`config.mk`:
```
export PLATFORM = sky130hd
export DESIGN_NAME = hfci_ram
export DESIGN_NICKNAME = d
export VERILOG_FILES = /design/src/rtl/hfci_ram.sv
export SDC_FILE = /design/constraint.sdc
export NUM_CORES = 1
export LEC_CHECK = 0
export BUFFER_PORTS_ARGS = -buffer_cell sky130_fd_sc_hd__buf_4
export CAP_MARGIN = 10
export CORE_MARGIN = 2
export CORE_UTILIZATION = 35
export DETAILED_ROUTE_END_ITERATION = 8
export PLACE_DENSITY = 0.61
export SETUP_SLACK_MARGIN = 0.2
export SYNTH_ARGS = -nofsm -noshare
export SYNTH_HDL_FRONTEND = slang
export SYNTH_SLANG_ARGS = --single-unit
```
`constraint.sdc`:
```
create_clock -name clk_i -period 2.55 [get_ports clk_i]
set_input_delay 0.255 -clock clk_i [delete_from_list [all_inputs] [get_ports clk_i]]
set_output_delay 0.255 -clock clk_i [all_outputs]
set_load 0.005 [all_outputs]
```
`src/rtl/hfci_ram.sv`:
```
`default_nettype none
// Generic synchronous RAM: one write port, two registered read ports.
module hfci_ram #(
  parameter int unsigned Width = 8,
  parameter int unsigned Depth = 16,
  localparam int unsigned AddrW = (Depth > 1) ? $clog2(Depth) : 1
) (
  input  logic             clk_i,
  input  logic             we_i,
  input  logic [AddrW-1:0] waddr_i,
  input  logic [Width-1:0] wdata_i,
  input  logic             re_i,
  input  logic [AddrW-1:0] raddr_a_i,
  input  logic [AddrW-1:0] raddr_b_i,
  output logic [Width-1:0] rdata_a_o,
  output logic [Width-1:0] rdata_b_o
);

  logic [Width-1:0] mem_q [Depth];
  logic [Width-1:0] rdata_a_q;
  logic [Width-1:0] rdata_b_q;

  always_ff @(posedge clk_i) begin
    if (we_i) begin
      mem_q[waddr_i] <= wdata_i;
    end
    if (re_i) begin
      rdata_a_q <= mem_q[raddr_a_i];
      rdata_b_q <= mem_q[raddr_b_i];
    end
  end

  assign rdata_a_o = rdata_a_q;
  assign rdata_b_o = rdata_b_q;

endmodule
`default_nettype wire

```
==> impl_table.tex, run 1 <==
\begin{tabular}{lr}
\hline
Metric & Value \\
\hline
\multicolumn{2}{l}{\textbf{Status}} \\
Outcome & completed \\
\multicolumn{2}{l}{\textbf{Place}} \\
Hpwl dp & 9389 um \\
Setup slack after placement & about 0.46 ns \\
Placer Congestion & around 0.78 \\
Buffers on Ports & 38 \\
\multicolumn{2}{l}{\textbf{Logic synthesis}} \\
Synth Register Bits & between 100 and 150 \\
Synthesized-area fraction occupied by ao, oa, aoi and oai cells & 3.692\% \\
Count of cell types in the netlist & 19 \\
Summed instance area of the synthesized netlist & 6506 sq um \\
Mux contribution to synthesized area & 23.85\% \\
Synthesized instance count & 307 \\
Area share of and/or/nand/nor cells after synthesis & $\sim$3.3\% \\
Average footprint of a synthesized cell & 21.19 sq um \\
Xor/xnor cell area share of the yosys netlist & 0\% \\
Adder-cell share of the synthesized area & 0\% \\
Combinational family with the most area after synthesis & multiplexers \\
Total nets after synthesis & 330 \\
Post-synthesis sequential area ratio & 66.46\% \\
Yosys synthesis warning count & 0 \\
\multicolumn{2}{l}{\textbf{Clocking}} \\
CTS tree & done \\
Cell at the root of the clock tree & clkbuf\_16 \\
Number of H-tree levels & 4 \\
Hold-fix buffers at CTS & 0 \\
Number of buffers on the longest clock path & 2 \\
Buffer count from post-CTS setup fixing & 0 \\
Clock slew seen by the registers of the worst setup and hold paths & 0.06 ns \\
Skew-Pair Late Insertion Delay & around 0.42 ns \\
Number of clock sinks seen by CTS & 144 \\
Number of CTS-inserted buffers & 17 \\
Cts repair resizes & 0 \\
\multicolumn{2}{l}{\textbf{Layout}} \\
Total inserted antenna cells & 0 \\
Layout net count & 388 \\
End-of-flow core utilization & a little over two fifths \\
Share of cells above drive strength 1 & between 30\% and 40\% \\
P\&R area growth vs syn & 18.98\% \\
Fillers & 1552 \\
\multicolumn{2}{l}{\textbf{STA}} \\
Setup Total Neg Slack & 0 ns \\
Minimum setup slack in the final design & 0.9098 ns \\
Final critical path time including I/O delays and setup & between 1.5 and 2 ns \\
Final hold violation count & 0 \\
Worst setup skew after layout & between 0.007 and 0.008 ns \\
Worst hold slack after final layout & about 0.14 ns \\
Fraction of the cycle the final worst path needs & 64.32\% \\
Slew HR & 41.90\% \\
Pin slew with the least headroom to its limit & about 0.87 ns \\
Setup repair after global routing missed its margin & no \\
Number of pins exceeding their max-slew limit in the final report & 0 \\
F\_max & 609.7 MHz \\
Count of endpoints failing setup in the final report & 0 \\
\multicolumn{2}{l}{\textbf{Global routing}} \\
Total global routing track utilization & 15.95\% \\
M3 GR Usage & 4.274\% \\
Largest net degree at the start of global routing & 33 \\
Total congestion overflow after global routing & 0 \\
Global-route wire length before repair & around 22000 um \\
Initial antenna violation count & 0 \\
Number of global-route vias before repair & about 3500 \\
Fraction of met1 tracks used by global routing & between 20\% and 30\% \\
Met2 usage & between 20\% and 30\% \\
Most heavily used metal layer in global routing & met2 \\
\multicolumn{2}{l}{\textbf{Die}} \\
DIE WIDTH & 140.3 um \\
Floorplan row count & 49 \\
Height of the die & 140.3 um \\
DIE AREA & 19700 sq um \\
Core area & approximately 18000 sq um \\
Number of top-level pins & 39 \\
Initial Util & 35.97\% \\
\multicolumn{2}{l}{\textbf{Drt}} \\
Routed WL per cell & 24.30 um \\
Vias per cell & 5.524 \\
Drt first-iter violations & between 400 and 500 \\
Wire length reported by the detailed router & around 15000 um \\
Antenna violation net count after detailed routing & 0 \\
DR DRC count & 0 \\
First-pass iteration count of the detailed router & 4 \\
Via count & between 3000 and 4000 \\
\multicolumn{2}{l}{\textbf{Power and ir drop}} \\
P\_leak & 2.646 nW \\
Design internal power & 0.004710 W \\
Pwr per Cell Area & 761.6 nW/um\^{}2 \\
Power Total & between 0.005 and 0.006 W \\
Clock network power share & 47.3\% \\
Switching part of the total & 20.11\% \\
Net Switching & between 0.001 and 0.0015 W \\
Fraction of power consumed by sequential logic & between 40 and 50\% \\
Largest vdd supply drop & 0.4871 mV \\
Combinational power share & 6.8\% \\
\multicolumn{2}{l}{\textbf{Worst hold path}} \\
Worst hold-check path type & in -> reg \\
\multicolumn{2}{l}{\textbf{Worst setup path}} \\
Nature of the critical path endpoint & register \\
Critical Path Start Type & primary input \\
Highest fanout seen on the critical path & 21 \\
Data arrival time of the worst path & 1.80 ns \\
Startpoint-to-endpoint class of the critical path & in -> reg \\
Data required time of the critical path & 2.71 ns \\
\multicolumn{2}{l}{\textbf{Flow run}} \\
MaxCap Viol Count & 0 \\
\hline
\end{tabular}
[cell usage after synthesis]
library cell | number | area, sq um
buf_6 | 6 | 67.56
nand2_1 | 17 | 63.81
a22oi_1 | 32 | 240.2
buf_2 | 6 | 30.03
and2_1 | 2 | 12.51
nand3_1 | 1 | 5.000
nor2b_1 | 2 | 12.51
clkdlybuf4s25_2 | 6 | 60.06
and2b_1 | 2 | 15.01
mux4_4 | 2 | 50.05
edfxtp_1 | 144 | 4324
nor2_1 | 14 | 52.55
or3b_2 | 1 | 8.760
nand3b_1 | 2 | 15.01
nor3_1 | 4 | 20.02
mux4_2 | 34 | 765.7
nand2b_1 | 2 | 12.51
buf_4 | 2 | 15.01
mux4_1 | 28 | 735.7
[area by class of cell]
class                   count  area, sq um  area share (%)
flip-flops and latches    144         4324           55.86
multi-input cells         143         2009           25.96
repair buffers             59        455.4           5.883
clock buffers              18        429.2           5.544
well taps                 229        286.5           3.701
clock inverters            14        236.5           3.055
[metrics by stage]
stage                     cell area [sq um]  cells
after global routing                   7741    607
after detailed placement               7076    575
after CTS                              7741    607
after global placement                 7076    575
after floorplan                        6506    307
final                                  7741    607
[placed cells by master (no fill, tap or decap), types with 4 or more instances in the layout]
| master | netlist | routed |
|---|---|---|
| nor3_1 | 4 | 4 |
| mux4_2 | 34 | 34 |
| buf_4 | 2 | 58 |
| nor2_1 | 14 | 14 |
| bufinv_16 | 0 | 6 |
| edfxtp_1 | 144 | 144 |
| mux4_1 | 28 | 28 |
| clkbuf_16 | 0 | 17 |
| a22oi_1 | 32 | 32 |
| nand2_1 | 17 | 17 |
[power by group through the flow]
stage | clock network [W] | logic, W | registers, W
floorplan | 0 | 0.000239 | 0.00275
global placement | 0 | 0.000401 | 0.00275
detailed placement | 0 | 0.000407 | 0.00275
CTS | 0.00282 | 0.000407 | 0.00271
global route | 0.00294 | 0.000434 | 0.00271
finish | 0.00279 | 0.000401 | 0.00270
[layer usage]
metal,part of all wire [%],up-vias
met1,43,1741
met3,6.8,12
li1,-,1472
met2,49,128
met5,0,-
met4,1.1,0
[critical path, stage by stage]
cell	delay (ns)
buf_4	0.37
buf_4	0.29
mux4_1	0.57
a22oi_1	0.21
nand2_1	0.08
[kinds of logic after synthesis]
| family | after synthesis |
|---|---|
| mux | 64 |
| flops | 144 |
| buf+inv | 20 |
| compound gates | 32 |
| simple gates | 47 |
[state kept, by name, summed over array words and instances, names as in the netlist]
| register | cells |
|---|---|
| mem_q | 128 |
| rdata_a_o | 8 |
| rdata_b_o | 8 |
[path summary, 6_finish.rpt]
kind	cells past startpoint	end	slack [ns]	from
worst max-delay path	5	rdata_a_o[5]	0.91	raddr_a_i[0]
worst min-delay path	1	mem_q[4][7]	0.14	wdata_i[7]
worst max register to register	3	rdata_b_o[4]	0.92	mem_q[11][4]
worst min register to register	3	rdata_a_o[2]	0.78	mem_q[14][2]
Note: power is estimated with default switching activity, not from simulation.
==> run 2: changes to the inputs <==
clock period = 1.7 ns   (was 2.55 ns; I/O delays follow)
==> impl_table.tex, run 2 (synthesis results as in run 1) <==
\begin{tabular}{lr}
\hline
Metric & Value \\
\hline
\multicolumn{2}{l}{\textbf{Clocking}} \\
Clock slew seen by the registers of the worst setup and hold paths & about 0.060 ns \\
Number of CTS-inserted buffers & 17 \\
Skew-Pair Late Insertion Delay & 0.42 ns \\
Number of buffers on the longest clock path & 2 \\
CTS tree & done \\
Buffer count from post-CTS setup fixing & 0 \\
Cell at the root of the clock tree & clkbuf\_16 \\
Number of H-tree levels & 4 \\
Number of clock sinks seen by CTS & 144 \\
\multicolumn{2}{l}{\textbf{Global routing}} \\
Total congestion overflow after global routing & 0 \\
Global-route wire length before repair & 22650 um \\
Total global routing track utilization & 16.08\% \\
Number of global-route vias before repair & 3683 \\
Largest net degree at the start of global routing & 23 \\
Initial antenna violation count & 0 \\
\multicolumn{2}{l}{\textbf{Layout}} \\
Most frequent cells in the layout & 144 x edfxtp\_1, 58 x buf\_4, 42 x mux4\_2 \\
Largest Register & mem\_q \\
Layout net count & 394 \\
Most common library cell in the layout ignoring fill and taps & edfxtp\_1 \\
Register area & approximately 4300 sq um \\
End-of-flow core utilization & 43.00\% \\
Number of flip-flops in the largest register & 128 \\
Fillers & 1563 \\
P\&R area growth vs syn & 19.52\% \\
Total inserted antenna cells & 0 \\
Area of the multi-input gates & 2062 sq um \\
Share of cells above drive strength 1 & 40.10\% \\
\multicolumn{2}{l}{\textbf{Worst setup path}} \\
End of the worst register-to-register path & rdata\_a\_o[1] \\
Nature of the critical path endpoint & register \\
Setup slack on the worst flop-to-flop path & around 0.14 ns \\
Critical Path Start Type & register \\
Capturing element of the worst setup path & rdata\_a\_o[1] \\
Startpoint-to-endpoint class of the critical path & reg -> reg \\
Data arrival time of the worst path & 1.73 ns \\
Launching instance or port of the critical path & mem\_q[1][1] \\
Data required time of the critical path & 1.87 ns \\
Cells on worst reg2reg path & 3 \\
Startpoint of the lowest-slack register-to-register path & mem\_q[1][1] \\
Highest fanout seen on the critical path & 2 \\
\multicolumn{2}{l}{\textbf{Drt}} \\
Via count & 3501 \\
Wire length reported by the detailed router & about 15000 um \\
Drt first-iter violations & 436 \\
Routed WL per cell & approximately 25 um \\
Vias per cell & 5.711 \\
First-pass iteration count of the detailed router & 4 \\
DR DRC count & 0 \\
Antenna violation net count after detailed routing & 0 \\
\multicolumn{2}{l}{\textbf{Die}} \\
Core area & 18090 sq um \\
DIE WIDTH & 140.3 um \\
DIE AREA & 19700 sq um \\
Height of the die & 140.3 um \\
Initial Util & $\sim$36\% \\
Number of top-level pins & 39 \\
Floorplan row count & 49 \\
\multicolumn{2}{l}{\textbf{Power and ir drop}} \\
Design internal power & about 0.0063 W \\
Fraction of power consumed by sequential logic & 50.3\% \\
Largest vdd supply drop & 0.6309 mV \\
Clock network power share & 41.3\% \\
Pwr per Cell Area & 1038 nW/um\^{}2 \\
Net Switching & 0.001742 W \\
Switching part of the total & 21.59\% \\
P\_leak & 2.612 nW \\
Combinational power share & $\sim$8.4\% \\
\multicolumn{2}{l}{\textbf{STA}} \\
Fraction of the cycle the final worst path needs & about nine tenths \\
Slew HR & 30.83\% \\
F\_max & between 600 and 700 MHz \\
Worst hold slack after final layout & a little under 0.06 ns \\
Count of endpoints failing setup in the final report & 0 \\
Number of pins exceeding their max-slew limit in the final report & 0 \\
Final hold violation count & 0 \\
Final critical path time including I/O delays and setup & 1.562 ns \\
Worst setup skew after layout & 0.004351 ns \\
Setup repair after global routing missed its margin & yes \\
Pin slew with the least headroom to its limit & slightly above 1 ns \\
\multicolumn{2}{l}{\textbf{Place}} \\
Hpwl dp & 10010 um \\
Placer Congestion & 0.7637 \\
Buffers on Ports & 38 \\
\multicolumn{2}{l}{\textbf{Flow run}} \\
MaxCap Viol Count & 0 \\
\multicolumn{2}{l}{\textbf{Status}} \\
Outcome & completed \\
\multicolumn{2}{l}{\textbf{Worst hold path}} \\
Number of cells traversed by the worst hold path & 1 \\
Worst hold-check path type & in -> reg \\
\hline
\end{tabular}
## run 2: worst min path at each step
stage,from,to,slack (ns)
after floorplan,wdata_i[0],mem_q[0][0],0.27
after global placement,wdata_i[0],mem_q[6][0],0.47
after detailed placement,wdata_i[0],mem_q[4][0],0.49
after CTS,wdata_i[0],mem_q[4][0],0.05
after global routing,wdata_i[0],mem_q[4][0],0.06
final,wdata_i[0],mem_q[0][0],0.06
## run 2: worst max-delay path, stage by stage (launching register included)
cell and delay, ns:
edfxtp_1 0.42, mux4_1 0.56, a22oi_2 0.25, nand2_1 0.08
## run 2: timing repair
action	4_1_cts	5_1_grt
endpoints found under the hold margin	0	0
pin swaps	9	6
setup endpoints to repair	13	16
hold buffers	0	0
gates resized for setup	11	13
## run 2: stage by stage
| step | cell area, sq um | setup slack (ns) | TNS (ns) | instances | power, W |
|---|---|---|---|---|---|
| after detailed placement | 7201 | -0.06209 | -0.1817 | 581 | 0.004780 |
| after global routing | 7776 | 0.1154 | 0 | 613 | 0.008346 |
| final | 7776 | 0.1383 | 0 | 613 | 0.008068 |
| after global placement | 7201 | -0.05040 | -0.1136 | 581 | 0.004767 |
| after floorplan | 6511 | 0.2476 | 0 | 307 | 0.004481 |
| after CTS | 7775 | 0.1702 | 0 | 613 | 0.008114 |
## run 2: final cells by class
cell class	instances	share of cell area, %
repair buffers	65	7.401
multi-input cells	143	26.52
clock buffers	18	5.519
well taps	229	3.685
flip-flops and latches	144	55.61
clock inverters	14	1.271
## run 2: power by group through the flow
stage / Combinational (W) / Clock [W] / Sequential [W]
2_1_floorplan: 0.000359 / 0 / 0.00412
3_3_place_gp: 0.000640 / 0 / 0.00413
3_5_place_dp: 0.000649 / 0 / 0.00413
4_1_cts: 0.000669 / 0.00339 / 0.00406
5_1_grt: 0.000721 / 0.00356 / 0.00407
6_report: 0.000675 / 0.00333 / 0.00406
## run 2: layer usage
metal  up-vias  global-route usage [%]  part of all wire [%]
li1       1473                       -                     -
met1      1853                   20.57                    40
met2       149                   26.08                    51
met3        26                   4.923                   6.4
met4         0                   5.848                   2.2
met5         -                       0                     0
==> run 3: changes to the inputs <==
CORE_ASPECT_RATIO = 1.75   (was not set)
CORE_MARGIN = 5   (was 2)
==> impl_table.tex, run 3 (synthesis results as in run 1) <==
\begin{tabular}{lr}
\hline
Metric & Value \\
\hline
\multicolumn{2}{l}{\textbf{Worst setup path}} \\
Startpoint-to-endpoint class of the critical path & reg -> reg \\
Setup slack on the worst flop-to-flop path & roughly 0.17 ns \\
Critical Path Start Type & register \\
Nature of the critical path endpoint & register \\
Highest fanout seen on the critical path & 2 \\
Cells on worst reg2reg path & 3 \\
Data arrival time of the worst path & 1.70 ns \\
Data required time of the critical path & 1.87 ns \\
Startpoint of the lowest-slack register-to-register path & mem\_q[2][0] \\
End of the worst register-to-register path & rdata\_a\_o[0] \\
\multicolumn{2}{l}{\textbf{Clocking}} \\
Buffer count from post-CTS setup fixing & 0 \\
CTS tree & done \\
Number of H-tree levels & 4 \\
Cell at the root of the clock tree & clkbuf\_16 \\
Number of clock sinks seen by CTS & 144 \\
Number of buffers on the longest clock path & 2 \\
Skew-Pair Late Insertion Delay & 0.42 ns \\
Clock slew seen by the registers of the worst setup and hold paths & 0.06 ns \\
Number of CTS-inserted buffers & 17 \\
\multicolumn{2}{l}{\textbf{Flow run}} \\
MaxCap Viol Count & 0 \\
\multicolumn{2}{l}{\textbf{Layout}} \\
Final design area excluding fillers & 7919 sq um \\
Largest Register & mem\_q \\
Most common library cell in the layout ignoring fill and taps & edfxtp\_1 \\
Layout net count & 399 \\
Total inserted antenna cells & 0 \\
P\&R area growth vs syn & 21.71\% \\
Number of flip-flops in the largest register & approximately 130 \\
Share of cells above drive strength 1 & 39.07\% \\
End-of-flow core utilization & 43.00\% \\
Most frequent cells in the layout & 144 x edfxtp\_1, 64 x buf\_4, 38 x mux4\_2 \\
\multicolumn{2}{l}{\textbf{Worst hold path}} \\
Terminating pin of the worst hold path & mem\_q[3][4] \\
Worst hold-check path type & in -> reg \\
Number of cells traversed by the worst hold path & 1 \\
Source of the worst hold timing path & wdata\_i[4] \\
\multicolumn{2}{l}{\textbf{Power and ir drop}} \\
Switching part of the total & 20.31\% \\
Pwr per Cell Area & between 1000 and 1500 nW/um\^{}2 \\
Design internal power & $\sim$0.0070 W \\
Clock network power share & 46.0\% \\
P\_leak & 2.696 nW \\
Fraction of power consumed by sequential logic & 46.5\% \\
Net Switching & about 0.0018 W \\
Combinational power share & 7.5\% \\
Largest vdd supply drop & $\sim$0.43 mV \\
\multicolumn{2}{l}{\textbf{Status}} \\
Outcome & completed \\
\multicolumn{2}{l}{\textbf{Place}} \\
Hpwl dp & 10930 um \\
Buffers on Ports & 38 \\
Placer Congestion & 0.7795 \\
Instance area after placement & 7237 sq um \\
\multicolumn{2}{l}{\textbf{STA}} \\
Final hold violation count & 0 \\
Pin slew with the least headroom to its limit & 1.063 ns \\
Worst setup skew after layout & $\sim$0.0096 ns \\
Count of endpoints failing setup in the final report & 0 \\
Final critical path time including I/O delays and setup & between 1.5 and 2 ns \\
Number of pins exceeding their max-slew limit in the final report & 0 \\
Slew HR & between 20 and 30\% \\
F\_max & 652.2 MHz \\
Setup repair after global routing missed its margin & yes \\
Fraction of the cycle the final worst path needs & about 90\% \\
\multicolumn{2}{l}{\textbf{Global routing}} \\
Largest net degree at the start of global routing & 18 \\
Global-route wire length before repair & about 23000 um \\
Total global routing track utilization & approximately 15\% \\
Total congestion overflow after global routing & 0 \\
Initial antenna violation count & 0 \\
Number of global-route vias before repair & 3685 \\
\multicolumn{2}{l}{\textbf{Die}} \\
Core area & 18420 sq um \\
Floorplan row count & 66 \\
DIE WIDTH & 113.1 um \\
DIE AREA & 21520 sq um \\
Height of the die & 190.4 um \\
Initial Util & 35.33\% \\
Number of top-level pins & 39 \\
\multicolumn{2}{l}{\textbf{Drt}} \\
Via count & 3388 \\
Vias per cell & roughly 5.4 \\
Wire length reported by the detailed router & 14930 um \\
DR DRC count & 0 \\
Antenna violation net count after detailed routing & 0 \\
Routed WL per cell & 23.81 um \\
First-pass iteration count of the detailed router & 4 \\
Drt first-iter violations & 202 \\
\hline
\end{tabular}
[run 3: changes by cell type in the layout (fill, tap and decap cells not counted), moves of 4 or more]
| cell | delta |
|---|---|
| bufinv_16 | +4 |
| a22oi_1 | +4 |
| buf_4 | +6 |
| mux4_1 | +4 |
| a22oi_2 | -4 |
| clkinv_2 | -5 |
| mux4_2 | -4 |
[run 3: power by group through the flow]
stage / Clock, W / Sequential [W] / Combinational [W]
4_1_cts: 0.00406 / 0.00406 / 0.000651
3_3_place_gp: 0 / 0.00413 / 0.000630
5_1_grt: 0.00422 / 0.00407 / 0.000701
2_1_floorplan: 0 / 0.00412 / 0.000359
3_5_place_dp: 0 / 0.00413 / 0.000642
6_report: 0.00401 / 0.00406 / 0.000653
[run 3: worst max path at each step]
stage | cells after the start | startpoint | slack [ns] | to
floorplan | 5 | raddr_a_i[0] | 0.25 | rdata_a_o[1]
global placement | 5 | raddr_a_i[0] | -0.02 | rdata_a_o[1]
detailed placement | 5 | raddr_a_i[0] | -0.02 | rdata_a_o[3]
CTS | 3 | mem_q[3][0] | 0.16 | rdata_a_o[0]
global route | 3 | mem_q[3][0] | 0.11 | rdata_a_o[0]
finish | 3 | mem_q[2][0] | 0.17 | rdata_a_o[0]
[run 3: through the flow]
step | setup TNS [ns] | std cells | worst slack (ns) | power, W | hold WS (ns)
floorplan | 0 | 307 | 0.2476 | 0.004481 | 0.2689
global placement | -0.03193 | 595 | -0.02042 | 0.004759 | 0.4728
detailed placement | -0.03596 | 595 | -0.01938 | 0.004776 | 0.4842
CTS | 0 | 627 | 0.1624 | 0.008769 | 0.04769
global route | 0 | 627 | 0.1102 | 0.008990 | 0.05737
finish | 0 | 627 | 0.1667 | 0.008722 | 0.05065
[run 3: cell type report]
class	instances	area [sq um]
Clock buffer	18	429.2
Tap cell	238	297.8
Fill cell	1566	10500
Sequential cell	144	4324
Multi-Input combinational cell	143	2054
Timing Repair Buffer	70	600.6
Clock inverter	14	212.7
[run 3: worst max-delay path, stage by stage, from the launching register on]
cell and delay (ns):
edfxtp_1 0.39, mux4_4 0.61, a22oi_2 0.20, nand2_1 0.09
[run 3: timing repair]
| item | CTS | global route |
|---|---|---|
| resized for setup | 5 | 10 |
| pin swaps | 3 | 2 |
| hold buffers | 0 | 0 |
| endpoints found under the setup margin | 5 | 14 |
[run 3: routing by layer]
layer	part of all wire (%)	global-route usage (%)	routed length, um
met5	0	0	0
met4	2.2	6.895	324
met3	4.2	2.858	630
met2	59	27.58	8773
met1	35	15.39	5200
